**src/hdl/lpr_pkg.sv**
```systemverilog
package lpr_pkg;

    localparam int MAX_FRAMES = 8;
    localparam int PAGE_WIDTH = 16;
    localparam int CFG_W      = 4;
    localparam int CNT_W      = 32;
    localparam int IDX_W      = (MAX_FRAMES > 1) ? $clog2(MAX_FRAMES) : 1;
    localparam int NUM_W      = $clog2(MAX_FRAMES + 1);
    localparam int RANK_W     = IDX_W;
    localparam int RANK_MAX   = MAX_FRAMES - 1;
    localparam logic [CFG_W-1:0] CFG_RESET = CFG_W'(3);

    // controller -> datapath
    typedef struct packed {
        logic init;     // load reference, clear scan state
        logic scan;     // walk frames through the compare
        logic evrd;     // read victim page
        logic update;   // commit and emit result
    } lpr_cmd_t;

    // datapath -> controller
    typedef struct packed {
        logic scan_last;
        logic found;
        logic have_empty;
    } lpr_sts_t;

endpackage

```
**src/hdl/lpr_ram.sv**
```systemverilog
module lpr_ram #(
    parameter int WIDTH = 16,
    parameter int DEPTH = 8
) (
    input  logic                     clk,
    input  logic                     we,
    input  logic [$clog2(DEPTH)-1:0] waddr,
    input  logic [WIDTH-1:0]         wdata,
    input  logic                     re,
    input  logic [$clog2(DEPTH)-1:0] raddr,
    output logic [WIDTH-1:0]         rdata
);

    logic [WIDTH-1:0] mem_reg [DEPTH];
    logic [WIDTH-1:0] rdata_reg;

    always_ff @(posedge clk)
    begin
        if (we)
        begin
            mem_reg[waddr] <= wdata;
        end
        if (re)
        begin
            rdata_reg <= mem_reg[raddr];
        end
    end

    assign rdata = rdata_reg;

endmodule

```
**src/hdl/lpr_ctrl.sv**
```systemverilog
module lpr_ctrl (
    input  logic              clk,
    input  logic              rst_n,
    input  logic              start,
    input  lpr_pkg::lpr_sts_t sts,
    output lpr_pkg::lpr_cmd_t cmd,
    output logic              busy
);
    import lpr_pkg::*;

    typedef enum logic [4:0] {
        S_IDLE   = 5'b00001,
        S_SCAN   = 5'b00010,
        S_DECIDE = 5'b00100,
        S_EVRD   = 5'b01000,
        S_UPDATE = 5'b10000
    } state_t;

    state_t state_reg, state_next;

    always_ff @(posedge clk or negedge rst_n)
    begin
        if (!rst_n)
        begin
            state_reg <= S_IDLE;
        end
        else
        begin
            state_reg <= state_next;
        end
    end

    always_comb
    begin
        state_next = state_reg;
        cmd        = '0;
        unique case (state_reg)
            S_IDLE:
            begin
                if (start)
                begin
                    cmd.init   = 1'b1;
                    state_next = S_SCAN;
                end
            end
            S_SCAN:
            begin
                cmd.scan = 1'b1;
                if (sts.scan_last)
                begin
                    state_next = S_DECIDE;
                end
            end
            S_DECIDE:
            begin
                if (sts.found || sts.have_empty)
                begin
                    state_next = S_UPDATE;
                end
                else
                begin
                    state_next = S_EVRD;
                end
            end
            S_EVRD:
            begin
                cmd.evrd   = 1'b1;
                state_next = S_UPDATE;
            end
            S_UPDATE:
            begin
                cmd.update = 1'b1;
                state_next = S_IDLE;
            end
            default:
            begin
                state_next = S_IDLE;
            end
        endcase
    end

    assign busy = (state_reg != S_IDLE);

endmodule

```
**src/hdl/lpr_dp.sv**
```systemverilog
module lpr_dp (
    input  logic                         clk,
    input  logic                         rst_n,
    input  lpr_pkg::lpr_cmd_t            cmd,
    output lpr_pkg::lpr_sts_t            sts,
    input  logic [lpr_pkg::NUM_W-1:0]    n_frames,
    input  logic [lpr_pkg::PAGE_WIDTH-1:0] page_number,
    output logic                         done,
    output logic                         hit,
    output logic [lpr_pkg::IDX_W-1:0]    frame_slot,
    output logic                         evicted_valid,
    output logic [lpr_pkg::PAGE_WIDTH-1:0] evicted_page,
    output logic [lpr_pkg::CNT_W-1:0]    fault_total
);
    import lpr_pkg::*;

    logic [PAGE_WIDTH-1:0] page_reg;
    logic [NUM_W-1:0]      issue_reg, issue_next;
    logic                  chk_vld_reg, chk_vld_next;
    logic [IDX_W-1:0]      chk_idx_reg, chk_idx_next;
    logic                  found_reg, found_next;
    logic [IDX_W-1:0]      hit_slot_reg, hit_slot_next;
    logic                  empty_reg, empty_next;
    logic [IDX_W-1:0]      empty_slot_reg, empty_slot_next;
    logic [RANK_W-1:0]     best_reg, best_next;
    logic [IDX_W-1:0]      lru_slot_reg, lru_slot_next;
    logic [MAX_FRAMES-1:0] valid_reg, valid_next;
    logic [RANK_W-1:0]     rank_reg [MAX_FRAMES];
    logic [RANK_W-1:0]     rank_next [MAX_FRAMES];
    logic [CNT_W-1:0]      fault_reg, fault_next;
    logic                  done_reg;
    logic                  hit_reg;
    logic [IDX_W-1:0]      slot_out_reg;
    logic                  ev_valid_reg;
    logic [PAGE_WIDTH-1:0] ev_page_reg;
    logic [CNT_W-1:0]      total_reg;

    logic [IDX_W-1:0]      issue_idx;
    logic                  issuing;
    logic [IDX_W-1:0]      slot;
    logic                  evict;
    logic [RANK_W-1:0]     hit_rank;
    logic                  ram_re;
    logic [IDX_W-1:0]      ram_raddr;
    logic [PAGE_WIDTH-1:0] ram_rdata;

    assign issue_idx = issue_reg[IDX_W-1:0];
    assign issuing   = cmd.scan && (issue_reg < n_frames);
    assign ram_re    = issuing || cmd.evrd;
    assign ram_raddr = cmd.evrd ? lru_slot_reg : issue_idx;

    assign slot     = found_reg ? hit_slot_reg : (empty_reg ? empty_slot_reg : lru_slot_reg);
    assign evict    = !found_reg && !empty_reg;
    assign hit_rank = rank_reg[slot];

    assign sts.scan_last  = (issue_reg == n_frames);
    assign sts.found      = found_reg;
    assign sts.have_empty = empty_reg;

    lpr_ram #(
        .WIDTH (PAGE_WIDTH),
        .DEPTH (MAX_FRAMES)
    ) u_page_ram (
        .clk   (clk),
        .we    (cmd.update),
        .waddr (slot),
        .wdata (page_reg),
        .re    (ram_re),
        .raddr (ram_raddr),
        .rdata (ram_rdata)
    );

    // scan: issue one read per cycle, compare the previous read
    always_comb
    begin
        issue_next      = issue_reg;
        chk_vld_next    = 1'b0;
        chk_idx_next    = chk_idx_reg;
        found_next      = found_reg;
        hit_slot_next   = hit_slot_reg;
        empty_next      = empty_reg;
        empty_slot_next = empty_slot_reg;
        best_next       = best_reg;
        lru_slot_next   = lru_slot_reg;
        if (cmd.init)
        begin
            issue_next = '0;
            found_next = 1'b0;
            empty_next = 1'b0;
        end
        else
        begin
            if (issuing)
            begin
                issue_next   = issue_reg + NUM_W'(1);
                chk_vld_next = 1'b1;
                chk_idx_next = issue_idx;
                if (!valid_reg[issue_idx] && !empty_reg)
                begin
                    empty_next      = 1'b1;
                    empty_slot_next = issue_idx;
                end
                // strict greater keeps the lowest index on a tie
                if ((issue_reg == '0) || (rank_reg[issue_idx] > best_reg))
                begin
                    best_next     = rank_reg[issue_idx];
                    lru_slot_next = issue_idx;
                end
            end
            if (chk_vld_reg && !found_reg && valid_reg[chk_idx_reg]
                && (ram_rdata == page_reg))
            begin
                found_next    = 1'b1;
                hit_slot_next = chk_idx_reg;
            end
        end
    end

    // commit: ranks, valid bits, fault count
    always_comb
    begin
        valid_next = valid_reg;
        fault_next = fault_reg;
        for (int i = 0; i < MAX_FRAMES; i++)
        begin
            rank_next[i] = rank_reg[i];
        end
        if (cmd.update)
        begin
            for (int i = 0; i < MAX_FRAMES; i++)
            begin
                if ((NUM_W'(i) < n_frames) && (IDX_W'(i) != slot) && valid_reg[i]
                    && (!found_reg || (rank_reg[i] < hit_rank))
                    && (rank_reg[i] != RANK_W'(RANK_MAX)))
                begin
                    rank_next[i] = rank_reg[i] + RANK_W'(1);
                end
            end
            rank_next[slot]  = '0;
            valid_next[slot] = 1'b1;
            if (!found_reg && (fault_reg != '1))
            begin
                fault_next = fault_reg + CNT_W'(1);
            end
        end
    end

    always_ff @(posedge clk or negedge rst_n)
    begin
        if (!rst_n)
        begin
            issue_reg   <= '0;
            chk_vld_reg <= 1'b0;
            found_reg   <= 1'b0;
            empty_reg   <= 1'b0;
            valid_reg   <= '0;
            fault_reg   <= '0;
            done_reg    <= 1'b0;
            for (int i = 0; i < MAX_FRAMES; i++)
            begin
                rank_reg[i] <= '0;
            end
        end
        else
        begin
            issue_reg   <= issue_next;
            chk_vld_reg <= chk_vld_next;
            found_reg   <= found_next;
            empty_reg   <= empty_next;
            valid_reg   <= valid_next;
            fault_reg   <= fault_next;
            done_reg    <= cmd.update;
            for (int i = 0; i < MAX_FRAMES; i++)
            begin
                rank_reg[i] <= rank_next[i];
            end
        end
    end

    always_ff @(posedge clk)
    begin
        chk_idx_reg    <= chk_idx_next;
        hit_slot_reg   <= hit_slot_next;
        empty_slot_reg <= empty_slot_next;
        best_reg       <= best_next;
        lru_slot_reg   <= lru_slot_next;
        if (cmd.init)
        begin
            page_reg <= page_number;
        end
        if (cmd.update)
        begin
            hit_reg      <= found_reg;
            slot_out_reg <= slot;
            ev_valid_reg <= evict;
            ev_page_reg  <= evict ? ram_rdata : '0;
            total_reg    <= fault_next;
        end
    end

    assign done          = done_reg;
    assign hit           = hit_reg;
    assign frame_slot    = slot_out_reg;
    assign evicted_valid = ev_valid_reg;
    assign evicted_page  = ev_page_reg;
    assign fault_total   = total_reg;

endmodule

```
**src/hdl/lru_page_replacement.sv**
```systemverilog
// LRU page replacement, one page reference per transfer.
// A hit or fill runs scan, decide and commit; an eviction adds a victim read
//   before the commit. The scan covers n frames (n = frames in use, 1..8).
// References are taken only while idle; the single page compare walks the frame
//   RAM one entry per cycle. Results cannot be stalled (done strobe).
// Reset (async, rst_n low): frames empty, ranks and fault count zero, frames_in_use = 3.
module lru_page_replacement (
    input  logic                           clk,
    input  logic                           rst_n,
    // reference channel
    input  logic                           start,
    output logic                           busy,
    input  logic [lpr_pkg::PAGE_WIDTH-1:0] page_number,
    // result channel
    output logic                           done,
    output logic                           hit,
    output logic [lpr_pkg::IDX_W-1:0]      frame_slot,
    output logic                           evicted_valid,
    output logic [lpr_pkg::PAGE_WIDTH-1:0] evicted_page,
    output logic [lpr_pkg::CNT_W-1:0]      fault_total,
    // frames_in_use register write
    input  logic                           cfg_valid,
    output logic                           cfg_ready,
    input  logic [lpr_pkg::CFG_W-1:0]      cfg_data
);
    import lpr_pkg::*;

    logic [CFG_W-1:0] frames_reg;
    logic [NUM_W-1:0] n_frames;
    lpr_cmd_t         cmd;
    lpr_sts_t         sts;

    // Config is only taken between references, so the scan never sees it move.
    assign cfg_ready = !busy;

    always_ff @(posedge clk or negedge rst_n)
    begin
        if (!rst_n)
        begin
            frames_reg <= CFG_RESET;
        end
        else if (cfg_valid && cfg_ready)
        begin
            frames_reg <= cfg_data;
        end
    end

    // Zero acts as one frame, anything above the table size as the full table.
    always_comb
    begin
        if (frames_reg == '0)
        begin
            n_frames = NUM_W'(1);
        end
        else if (32'(frames_reg) > MAX_FRAMES)
        begin
            n_frames = NUM_W'(MAX_FRAMES);
        end
        else
        begin
            n_frames = NUM_W'(frames_reg);
        end
    end

    // Controller sequences scan -> decide -> (victim read) -> commit.
    lpr_ctrl u_ctrl (
        .clk   (clk),
        .rst_n (rst_n),
        .start (start),
        .sts   (sts),
        .cmd   (cmd),
        .busy  (busy)
    );

    // Datapath: page RAM, valid bits, recency ranks, fault counter, result regs.
    lpr_dp u_dp (
        .clk           (clk),
        .rst_n         (rst_n),
        .cmd           (cmd),
        .sts           (sts),
        .n_frames      (n_frames),
        .page_number   (page_number),
        .done          (done),
        .hit           (hit),
        .frame_slot    (frame_slot),
        .evicted_valid (evicted_valid),
        .evicted_page  (evicted_page),
        .fault_total   (fault_total)
    );

`ifndef SYNTHESIS
    a_start_busy: assert property (@(posedge clk) disable iff (!rst_n)
        (start && !busy) |=> busy)
        else $error("accepted transfer did not raise busy");

    a_done_after_busy: assert property (@(posedge clk) disable iff (!rst_n)
        done |-> ($past(busy) && !busy))
        else $error("done strobe outside end of a reference");

    a_evict_is_fault: assert property (@(posedge clk) disable iff (!rst_n)
        (done && evicted_valid) |-> !hit)
        else $error("eviction reported on a hit");

    a_fault_counted: assert property (@(posedge clk) disable iff (!rst_n)
        (done && !hit) |-> (fault_total != '0))
        else $error("fault not counted");

    a_slot_in_range: assert property (@(posedge clk) disable iff (!rst_n)
        done |-> (32'(frame_slot) < 32'(n_frames)))
        else $error("result slot outside frames in use");
`endif

endmodule

```
**config.mk**
```make
export PLATFORM = sky130hd
export DESIGN_NAME = lru_page_replacement
export DESIGN_NICKNAME = d
export VERILOG_FILES = /design/src/hdl/lpr_pkg.sv /design/src/hdl/lpr_ram.sv /design/src/hdl/lpr_ctrl.sv /design/src/hdl/lpr_dp.sv /design/src/hdl/lru_page_replacement.sv
export SDC_FILE = /design/constraint.sdc
export NUM_CORES = 1
export LEC_CHECK = 0
export BUFFER_PORTS_ARGS = -buffer_cell sky130_fd_sc_hd__buf_4
export CAP_MARGIN = 20
export CORE_ASPECT_RATIO = 1.75
export CORE_MARGIN = 5
export CORE_UTILIZATION = 55
export DETAILED_ROUTE_END_ITERATION = 8
export HOLD_SLACK_MARGIN = 0.12
export PLACE_DENSITY = 0.86
export SYNTH_ARGS = -nofsm -noshare
export SYNTH_HDL_FRONTEND = slang
export SYNTH_SLANG_ARGS = --single-unit
```
**constraint.sdc**
```tcl
create_clock -name clk -period 4.1 [get_ports clk]
set_input_delay 0.615 -clock clk [delete_from_list [all_inputs] [get_ports clk]]
set_output_delay 0.615 -clock clk [all_outputs]
set_load 0.02 [all_outputs]
```
# After elaboration in Yosys (flattened, before gate mapping)

Memory sizes are Yosys's and may differ from the RTL's. A register that Yosys moved wholly into a read port is not among the register bits.
Index checks and enable logic that the tools add are counted.

Memories: 1
Bits in writable memories: 128
Bits in registers: 165
Input port bits: 24
Output and inout port bits: 56

$lt $le $gt $ge: 26
Bitwise gates (word level): 6
Eq/ne operators: 26
Add/subtract/negate cells: 10
Reductions and logical operators: 69
Muxes and demuxes: 57

Memory list:

| memory                  | depth | width | read ports | clocked after Yosys merged registers in | wr ports | RTL line      | text |
|---|---|---|---|---|---|---|---|
| u_dp.u_page_ram.mem_reg | 8     | 16    | 1          | 1                                       | 1        | lpr_ram.sv:14 | `logic [WIDTH-1:0] mem_reg [DEPTH];` |

Operators by type and width:

| kind                  | count |
|---|---|
| $mux 3                | 24 |
| $mux 32               | 2 |
| $logic_and 1x1->1     | 42 |
| $add 32x1->32 const B | 1 |
| $ne 32x32->1 const B  | 1 |
| $add 3x1->3 const B   | 8 |
| $and 24x24->24        | 1 |
| $lt 3x3->1            | 8 |
| $ne 3x3->1 const B    | 8 |
| $not 24->24           | 1 |
| $pmux 5 s4            | 1 |
| $bmux 3 s3            | 2 |
| $mux 1                | 17 |
| $eq 16x16->1          | 1 |
| $lt 3x4->1 const A    | 4 |
| $mux 4                | 4 |
| $mux 5                | 3 |
| $lt 3x4->1 const B    | 3 |
| $ne 3x3->1 const A    | 4 |
| $logic_or 1x1->1      | 11 |
| $demux 3 s3           | 1 |
| $ge 4x4->1 const B    | 2 |
| $logic_not 4->1       | 2 |
| $lt 1x4->1 const A    | 2 |
| 27 further kinds      | 41 |

# Logic depth before layout (Yosys ltp)

Gate-level depths: netlist (run 1).

Depth after elaboration: 13
Mapped depth: 14

# Hierarchy

From an unflattened synthesis (run 1), not the netlist that was laid out.

Cells, all modules: 883
Area, all modules: 13693.1 um2

By module, submodules not included:

| module               | cells each | times used | seq. area each (um2) | area each (um2) |
|---|---|---|---|---|
| lpr_dp               | 623        | 1          | 4324.1               | 7753.7 |
| lpr_ram              | 214        | 1          | 4324.1               | 5454.0 |
| lpr_ctrl             | 31         | 1          | 126.4                | 275.3 |
| lru_page_replacement | 15         | 1          | 102.6                | 210.2 |

# Worst setup path after synthesis (run 1)

Ideal clock, no wire load.

Kind: reg2reg
From: register u_ctrl.state_reg[3]
To: memory u_dp.u_page_ram.mem_reg[0][0], enable pin
Library setup time: 0.367 ns
Stages on the path, launching flop included: 7
Slack: 0.200 ns
Arrival time: 3.533 ns
Cell sequence: dfrtp_1 -> nor2_1 -> nand3_1 -> inv_1 -> clkbuf_1 -> nand3_1 -> inv_1

RTL lines:

| item                   | RTL line       | text |
|---|---|---|
| from (decl)            | lpr_ctrl.sv:19 | `state_t state_reg, state_next;` |
| from (signal assigned) | lpr_ctrl.sv:29 | `state_reg <= state_next;` |
| to (decl)              | lpr_ram.sv:14  |  |

# Final worst setup path (run 1)

From: register u_dp.found_reg
To: register u_dp.rank_reg[18] (netlist name)

Cells in the longest elaborated chain, start to end: 12
Elaborated cells on any way between the ends: 22
Those cells by class: 3 x order compare; 1 x eq/ne; 8 x mux; 3 x bitwise; 7 x reduce/logical

Ends and longest elaborated chain:

| item                                      | RTL line                    | text |
|---|---|---|
| from (decl)                               | lpr_dp.sv:21                | `logic found_reg, found_next;` |
| from (signal assigned)                    | lpr_dp.sv:168               | `found_reg <= found_next;` |
| $mux 3                                    | lpr_dp.sv:52                | `assign slot = found_reg ? hit_slot_reg : (empty_reg ? empty_slot_reg : lru_slot_reg);` |
| $not 3->4 (not written as such)           | lpr_dp.sv:54, lpr_dp.sv:139 |  |
| $bmux 3 s3                                | lpr_dp.sv:54                | `assign hit_rank = rank_reg[slot];` |
| $mux 3 (not written as such) (2 in a row) | lpr_dp.sv:54                |  |
| $lt 3x3->1                                | lpr_dp.sv:133               | `&& (!found_reg \|\| (rank_reg[i] < hit_rank))` |
| $logic_or 1x1->1                          | lpr_dp.sv:133               |  |
| $logic_and 1x1->1                         | lpr_dp.sv:133               |  |
| $logic_and 1x1->1                         | lpr_dp.sv:134               | `&& (rank_reg[i] != RANK_W'(RANK_MAX)))` |
| $mux 3                                    | lpr_dp.sv:132               | `if ((NUM_W'(i) < n_frames) && (IDX_W'(i) != slot) && valid_reg[i]` |
| $mux 3                                    | lpr_dp.sv:128               | `if (cmd.update)` |
| $and 24x24->24 (no source line) (*)       | n/a                         |  |
| to (signal, indexed assignment)           | lpr_dp.sv:175               | `rank_reg[i] <= rank_next[i];` |
| to (decl)                                 | lpr_dp.sv:28                | `logic [RANK_W-1:0] rank_reg [MAX_FRAMES];` |

Mark *: on every way between the ends. The rest lies on a longest branch, timed or not. The select of a mux whose other input is x is not followed.
A chain may end at the register's enable or synchronous reset.

==> results of run 1 <==
-- area by class of cell --
type / count / area [um2] / share of cell area
Tap cell: 308 / 385.4 / 0.02498
Sequential cell: 309 / 8877 / 0.5755
Inverter: 29 / 108.9 / 0.007057
Timing Repair Buffer: 104 / 803.3 / 0.05208
Multi-Input combinational cell: 476 / 4294 / 0.2784
Clock inverter: 13 / 214.0 / 0.01387
Clock buffer: 36 / 739.5 / 0.04794
Antenna cell: 1 / 2.502 / 0.0001622
-- cells by family after synthesis --
logic type,share of synthesized area
compound gates,0.03829
simple gates,0.08295
fa+ha+maj,0.03183
mux,0.1338
buf+inv,0.01676
xor+xnor,0.03211
flops,0.6643
-- synth_stat cells, types with 15 or more instances --
cell type	count	area, um2
sky130_fd_sc_hd__a21oi_1	15	75.07
sky130_fd_sc_hd__and2_1	21	131.4
sky130_fd_sc_hd__clkbuf_1	15	56.30
sky130_fd_sc_hd__dfrtp_1	78	1952
sky130_fd_sc_hd__edfxtp_1	228	6847
sky130_fd_sc_hd__ha_1	34	425.4
sky130_fd_sc_hd__inv_1	27	101.4
sky130_fd_sc_hd__mux2_2	28	315.3
sky130_fd_sc_hd__mux2i_1	32	320.3
sky130_fd_sc_hd__mux4_2	48	1081
sky130_fd_sc_hd__nand2_1	63	236.5
sky130_fd_sc_hd__nand3_1	23	115.1
sky130_fd_sc_hd__nor2_1	32	120.1
sky130_fd_sc_hd__xnor2_1	24	210.2
sky130_fd_sc_hd__xor2_1	25	219.0
-- critical path, delay by kind of cell (launching register included) --
family	cells	cell delay (ns)
mux	3	1.03
fa+ha+maj	1	0.23
flops	1	0.60
compound gates	4	1.35
buf+inv	1	0.18
-- report_power, final --
| group | switching, mW | internal (mW) |
|---|---|---|
| Clock | 1.14 | 1.60 |
| Combinational | 0.0199 | 0.0170 |
| Sequential | 0 | 3.32 |
-- metrics by stage --
stage | hold slack [ns] | area [um2] | cells | util | power, mW
after floorplan | 0.3194 | 13360 | 838 | - | 3.391
after global placement | 0.4622 | 14430 | 1224 | 0.6007 | 3.424
after detailed placement | 0.4807 | 14430 | 1224 | 0.6007 | 3.425
after CTS | 0.2239 | 15380 | 1273 | 0.6404 | 6.130
after global routing | 0.2261 | 15420 | 1276 | 0.6421 | 6.272
final | 0.2430 | 15420 | 1276 | 0.6421 | 6.101
-- final timing paths --
path / depth (start not counted) / slack [ns] / to
setup / recovery: 9 / 0.61 / u_dp.rank_reg[18]
hold / removal: 1 / 0.24 / u_dp.page_reg[0]
setup reg to reg: 9 / 0.61 / u_dp.rank_reg[18]
hold reg to reg: 0 / 0.49 / u_dp.hit_slot_reg[2]
max in group asynchronous: 3 / 2.98 / u_dp.rank_reg[17]
min in group asynchronous: 2 / 0.49 / u_dp.fault_reg[21]
-- routing by layer --
metal,share of wire,GRT usage
met3,0.047,0.02267
met4,0.061,0.1342
met1,0.35,0.2478
met2,0.55,0.4010
met5,0,0
-- repair_timing --
action / CTS / global route
hold buffers: 0 / 1
hold endpoints to repair: 0 / 15
buffers inserted: 0 / 0
==> flow_summary.rst, run 1 <==
.. list-table::
   :header-rows: 1

   * - Metric
     - Value
   * - Number of port buffers
     - 79
   * - Final setup violation count
     - 0
   * - Commonest non-fill, non-tap cell in the layout
     - sky130_fd_sc_hd__edfxtp_1
   * - Clock edge transition at the registers on the reported setup and hold paths
     - 0.07 ns
   * - Max-capacitance violation count
     - 0
   * - FILL cells
     - 1663
   * - CTS root buffer
     - sky130_fd_sc_hd__clkbuf_16
   * - Post-layout min period
     - 3.486 ns
   * - Chip Height
     - 216.2 um
   * - Area of the core
     - 24020 um2
   * - Effective utilization at floorplan
     - 0.5563
   * - Fraction of the cycle the final worst path needs
     - 0.8503
   * - Critical setup path kind
     - reg2reg
   * - Drt wl/cell
     - 23.87 um
   * - CTS buffer count
     - 27
   * - Total power divided by cell area
     - 395.5 nW/um2
   * - Slowest cell on the critical path
     - sky130_fd_sc_hd__o21ai_1
   * - Routability congestion estimate from global placement
     - 0.9213
   * - Standby leakage power
     - 5.787 nW
   * - First drt pass iteration count
     - 5
   * - Class of the worst hold path
     - in2reg
   * - Number of antenna violations at the first check in global routing
     - 1
   * - I/O pins
     - 80
   * - Register bit total from synthesis
     - 309
   * - Post-synthesis instance total
     - 838
   * - Number of design rule violations left after detail routing
     - 0
   * - Post-route clock skew
     - 0.01357 ns
   * - Clock insertion delay at the later pin of the skew report
     - 0.55 ns
   * - Row cnt
     - 75
   * - Routed wire length
     - 30460 um
   * - Achievable Freq
     - 286.9 MHz
   * - Clk sinks
     - 309
   * - Synthesis-to-layout area growth
     - 15.42%
   * - Wire length of the first global-routing pass
     - 46850 um
   * - Pins Over Slew Limit
     - 0
   * - TritonCTS clock tree
     - done
   * - Final antenna-violating net count
     - 0
   * - Setup slack after layout
     - 0.6139 ns
   * - Required time of the critical path
     - 4.57 ns
   * - Worst-case headroom to the max-slew limit
     - 0.3034
   * - Setup slack at placement
     - 0.6178 ns
   * - Yosys warning total
     - 0
   * - Sequence of cells on the critical path
     - o21ai_1, mux4_2, mux2i_1, buf_4, ha_1, a21oi_1, a311oi_2, a2111oi_2, mux2i_1
   * - Average footprint of a synthesized cell
     - 15.95 um2
   * - Vias after detailed routing
     - 7838
   * - Critical path capture point type
     - flop
   * - Highest fanout seen on the critical path
     - 16
   * - Leading register cell type out of synthesis
     - sky130_fd_sc_hd__edfxtp_1
   * - Launching point of the worst reg2reg path
     - u_dp.found_reg
   * - Syn Std Cell Area
     - 13360 um2
   * - Status
     - finished, final reports clean
   * - Data arrival time of the critical path
     - 3.95 ns
   * - Commonest cells after routing, fill and taps aside
     - 228 x sky130_fd_sc_hd__edfxtp_1, 102 x sky130_fd_sc_hd__buf_4, 78 x sky130_fd_sc_hd__dfrtp_1
   * - Max VDD drop
     - 0.0003015 V
   * - Net count reported at finish
     - 1005
   * - Final global-route overflow total
     - 0
   * - EDFF count, synth
     - 228
   * - Global-route usage over all layers
     - 0.2217
   * - DIE AREA
     - 27640 um2
   * - Number of cells upsized or downsized after cts
     - 0
   * - Share of layout cells above drive strength 1
     - 0.2565
   * - Maximum level of the CTS H-tree
     - 1
   * - Type of origin of the critical path
     - flop
   * - Die width
     - 127.8 um
   * - Transition time of the tightest slew-check pin
     - 1.042 ns
   * - Buffer depth of the longest clock path
     - 3
   * - Flip-flop count of the largest register, all copies and words added
     - 128
   * - Final HPWL from detailed placement
     - 19570 um
   * - Unrepaired setup endpoints after global routing
     - no
   * - Total count of hold-check failures in the final report
     - 0
   * - Count of cell types in the netlist
     - 61
   * - Post-synthesis net count
     - 896
   * - Vias in the first global route
     - 8243
   * - Fraction of the yosys area taken by sequential cells
     - 0.6643
   * - Maximum number of pins on one net before global-route repair
     - 82
   * - Avg Vias per Cell
     - 6.143
   * - CP startpoint
     - u_dp.found_reg
   * - Startpoint of the tightest hold check path
     - page_number[0]
   * - Total negative setup slack
     - 0 ns
   * - Ys async rst share
     - 0.2621
   * - Delay of the slowest cell on the worst path
     - 0.64 ns
   * - Most frequent cell on the critical path
     - sky130_fd_sc_hd__mux2i_1
   * - First DRT Iteration DRCs
     - 811
(Power assumes the default switching activity.)
==> run 2, diff against run 1 <==
- CORE_UTILIZATION: 55 -> 32
- PLACE_DENSITY: 0.86 -> 0.59
==> run 2 against run 1 <==
- count of clock-buffer cells in the layout rose by 6
- die area grew 67%
- fmax decreased by 0.21%
- hold slack got worse by 0.14 ns
- via count down 3.7%
- core utilization fell by 26 points
- critical path depth unchanged
- sequential cell count did not move
- wire length up 1.0%
- final area up 2.5%
- largest cell class unchanged
- largest power group unchanged
==> flow_summary.rst, run 2 (synthesis results as in run 1) <==
.. list-table::
   :header-rows: 1

   * - Metric
     - Value
   * - Delay of the slowest cell on the worst path
     - 0.57 ns
   * - Effective utilization at floorplan
     - 0.3221
   * - Family with the most delay on the worst path
     - multiplexers
   * - Total negative setup slack
     - 0 ns
   * - CTS buffer count
     - 30
   * - FILL cells
     - 3852
   * - Fraction of the cycle the final worst path needs
     - 0.8521
   * - Critical path capture point type
     - flop
   * - Type of origin of the critical path
     - flop
   * - Chip Height
     - 280.3 um
   * - Number of cells upsized or downsized after cts
     - 0
   * - Critical path buffer and inverter count
     - 0
   * - Highest fanout seen on the critical path
     - 8
   * - Buffers inserted during post-CTS setup optimization
     - 0
   * - Clk sinks
     - 309
   * - Required time of the critical path
     - 4.59 ns
   * - Post-layout min period
     - 3.493 ns
   * - Transition time of the tightest slew-check pin
     - 1.091 ns
   * - Avg Vias per Cell
     - 4.947
   * - Wire length of the first global-routing pass
     - 47700 um
   * - Maximum number of pins on one net before global-route repair
     - 64
   * - Area of the core
     - 41500 um2
   * - Drt wl/cell
     - 20.16 um
   * - Max VDD drop
     - 0.0002783 V
   * - Buffer depth of the longest clock path
     - 3
   * - Standby leakage power
     - 5.817 nW
   * - Worst-case headroom to the max-slew limit
     - 0.2669
   * - CTS root buffer
     - sky130_fd_sc_hd__clkbuf_16
   * - Global-route usage over all layers
     - 0.1351
   * - Data arrival time of the critical path
     - 3.98 ns
   * - Post-route clock skew
     - 0.007966 ns
   * - Share of layout cells above drive strength 1
     - 0.2564
   * - Max-capacitance violation count
     - 0
   * - Die width
     - 164.5 um
   * - Row cnt
     - 99
   * - Final global-route overflow total
     - 0
   * - Net count reported at finish
     - 1005
   * - Most frequent cell on the critical path
     - sky130_fd_sc_hd__mux2i_1
   * - Critical setup path kind
     - reg2reg
   * - Clock edge transition at the registers on the reported setup and hold paths
     - 0.07 ns
   * - Vias after detailed routing
     - 7549
   * - Number of antenna violations at the first check in global routing
     - 0
   * - Achievable Freq
     - 286.3 MHz
   * - Number of port buffers
     - 79
   * - Maximum level of the CTS H-tree
     - 1
   * - I/O pins
     - 80
   * - Number of antenna repair diodes
     - 0
   * - Total power divided by cell area
     - 399.6 nW/um2
   * - Sequence of cells on the critical path
     - mux2i_1, o21ai_1, mux4_2, mux2i_1, ha_1, a21oi_1, a311oi_2, a2111oi_2, mux2i_1
   * - Vias in the first global route
     - 8094
   * - First DRT Iteration DRCs
     - 491
   * - Routability congestion estimate from global placement
     - 0.8688
   * - Unrepaired setup endpoints after global routing
     - no
   * - Placed Cells incl. Taps
     - 1470
   * - Number of design rule violations left after detail routing
     - 0
   * - Routed wire length
     - 30770 um
   * - Clock insertion delay at the later pin of the skew report
     - 0.56 ns
   * - First drt pass iteration count
     - 4
   * - Final setup violation count
     - 0
   * - Final HPWL from detailed placement
     - 21130 um
   * - Final antenna-violating net count
     - 0
   * - Total count of hold-check failures in the final report
     - 0
   * - Class of the worst hold path
     - in2async
   * - Total of hold buffers inserted after clock tree synthesis
     - 0
   * - Slowest cell on the critical path
     - sky130_fd_sc_hd__mux4_2
   * - Pins Over Slew Limit
     - 0
   * - Synthesis-to-layout area growth
     - 18.34%
   * - DIE AREA
     - 46110 um2
   * - Status
     - finished, final reports clean
   * - Commonest non-fill, non-tap cell in the layout
     - sky130_fd_sc_hd__edfxtp_1
   * - Non-filler cells, final
     - 1526
   * - Commonest cells after routing, fill and taps aside
     - 228 x sky130_fd_sc_hd__edfxtp_1, 100 x sky130_fd_sc_hd__buf_4, 78 x sky130_fd_sc_hd__dfrtp_1
   * - Flip-flop count of the largest register, all copies and words added
     - 128
   * - TritonCTS clock tree
     - done
## run 2: changes by cell type in the layout (fill, tap and decap cells not counted), sizes merged
cell | before | now
buf | 103 | 101
bufinv | 5 | 4
clkbuf | 36 | 42
clkinv | 3 | 4
clkinvlp | 2 | 3
diode | 1 | 0
dlygate4sd3 | 1 | 0
## run 2: cell type report
class / instances / area [um2] / area share
repair buffers: 101 / 770.7 / 0.04873
clock buffers: 42 / 879.6 / 0.05562
flip-flops and latches: 309 / 8877 / 0.5613
well taps: 555 / 694.4 / 0.04391
inverters: 29 / 108.9 / 0.006883
clock inverters: 14 / 192.7 / 0.01218
multi-input cells: 476 / 4292 / 0.2714
## run 2: worst paths after layout
kind	start	endpoint	slack, ns	cells after the start
worst max-delay path	u_dp.empty_reg	u_dp.rank_reg[18]	0.61	9
worst min-delay path	rst_n	u_dp.rank_reg[13]	0.11	1
worst max register to register	u_dp.empty_reg	u_dp.rank_reg[18]	0.61	9
worst min register to register	u_dp.fault_reg[19]	u_dp.fault_reg[19]	0.48	1
max in group asynchronous	rst_n	frames_reg[0]	3.01	2
min in group clk	page_number[14]	u_dp.page_reg[14]	0.22	1
## run 2: report_power, final
part           internal [mW]  switching (mW)
combinational         0.0143          0.0207
sequential              3.33               0
clock                   1.76            1.20
## run 2: stage by stage
| stage | setup WS (ns) | power [mW] | hold WS (ns) | area [um2] | util |
|---|---|---|---|---|---|
| floorplan | 0.2003 | 3.391 | 0.3194 | 13360 | - |
| global placement | 0.6343 | 3.427 | 0.4604 | 14740 | 0.3553 |
| detailed placement | 0.5509 | 3.427 | 0.4735 | 14740 | 0.3553 |
| CTS | 0.5415 | 6.399 | 0.1410 | 15820 | 0.3811 |
| global route | 0.2872 | 6.523 | 0.1683 | 15820 | 0.3811 |
| finish | 0.6066 | 6.320 | 0.1078 | 15820 | 0.3811 |
## run 2: metal layers
metal | vias up | global-route usage | wire [um]
met5 | - | 0 | 0
met4 | 0 | 0.06062 | 1390
met3 | 64 | 0.01882 | 1061
met2 | 160 | 0.2551 | 17040
met1 | 3880 | 0.1477 | 11280
li1 | 3445 | - | -
## run 2: worst register-to-register path: stages (launching register included)
cell and delay [ns]:
sky130_fd_sc_hd__dfrtp_1 0.46, sky130_fd_sc_hd__mux2i_1 0.17, sky130_fd_sc_hd__o21ai_1 0.48, sky130_fd_sc_hd__mux4_2 0.57, sky130_fd_sc_hd__mux2i_1 0.43, sky130_fd_sc_hd__ha_1 0.34
sky130_fd_sc_hd__a21oi_1 0.18, sky130_fd_sc_hd__a311oi_2 0.08, sky130_fd_sc_hd__a2111oi_2 0.47, sky130_fd_sc_hd__mux2i_1 0.24
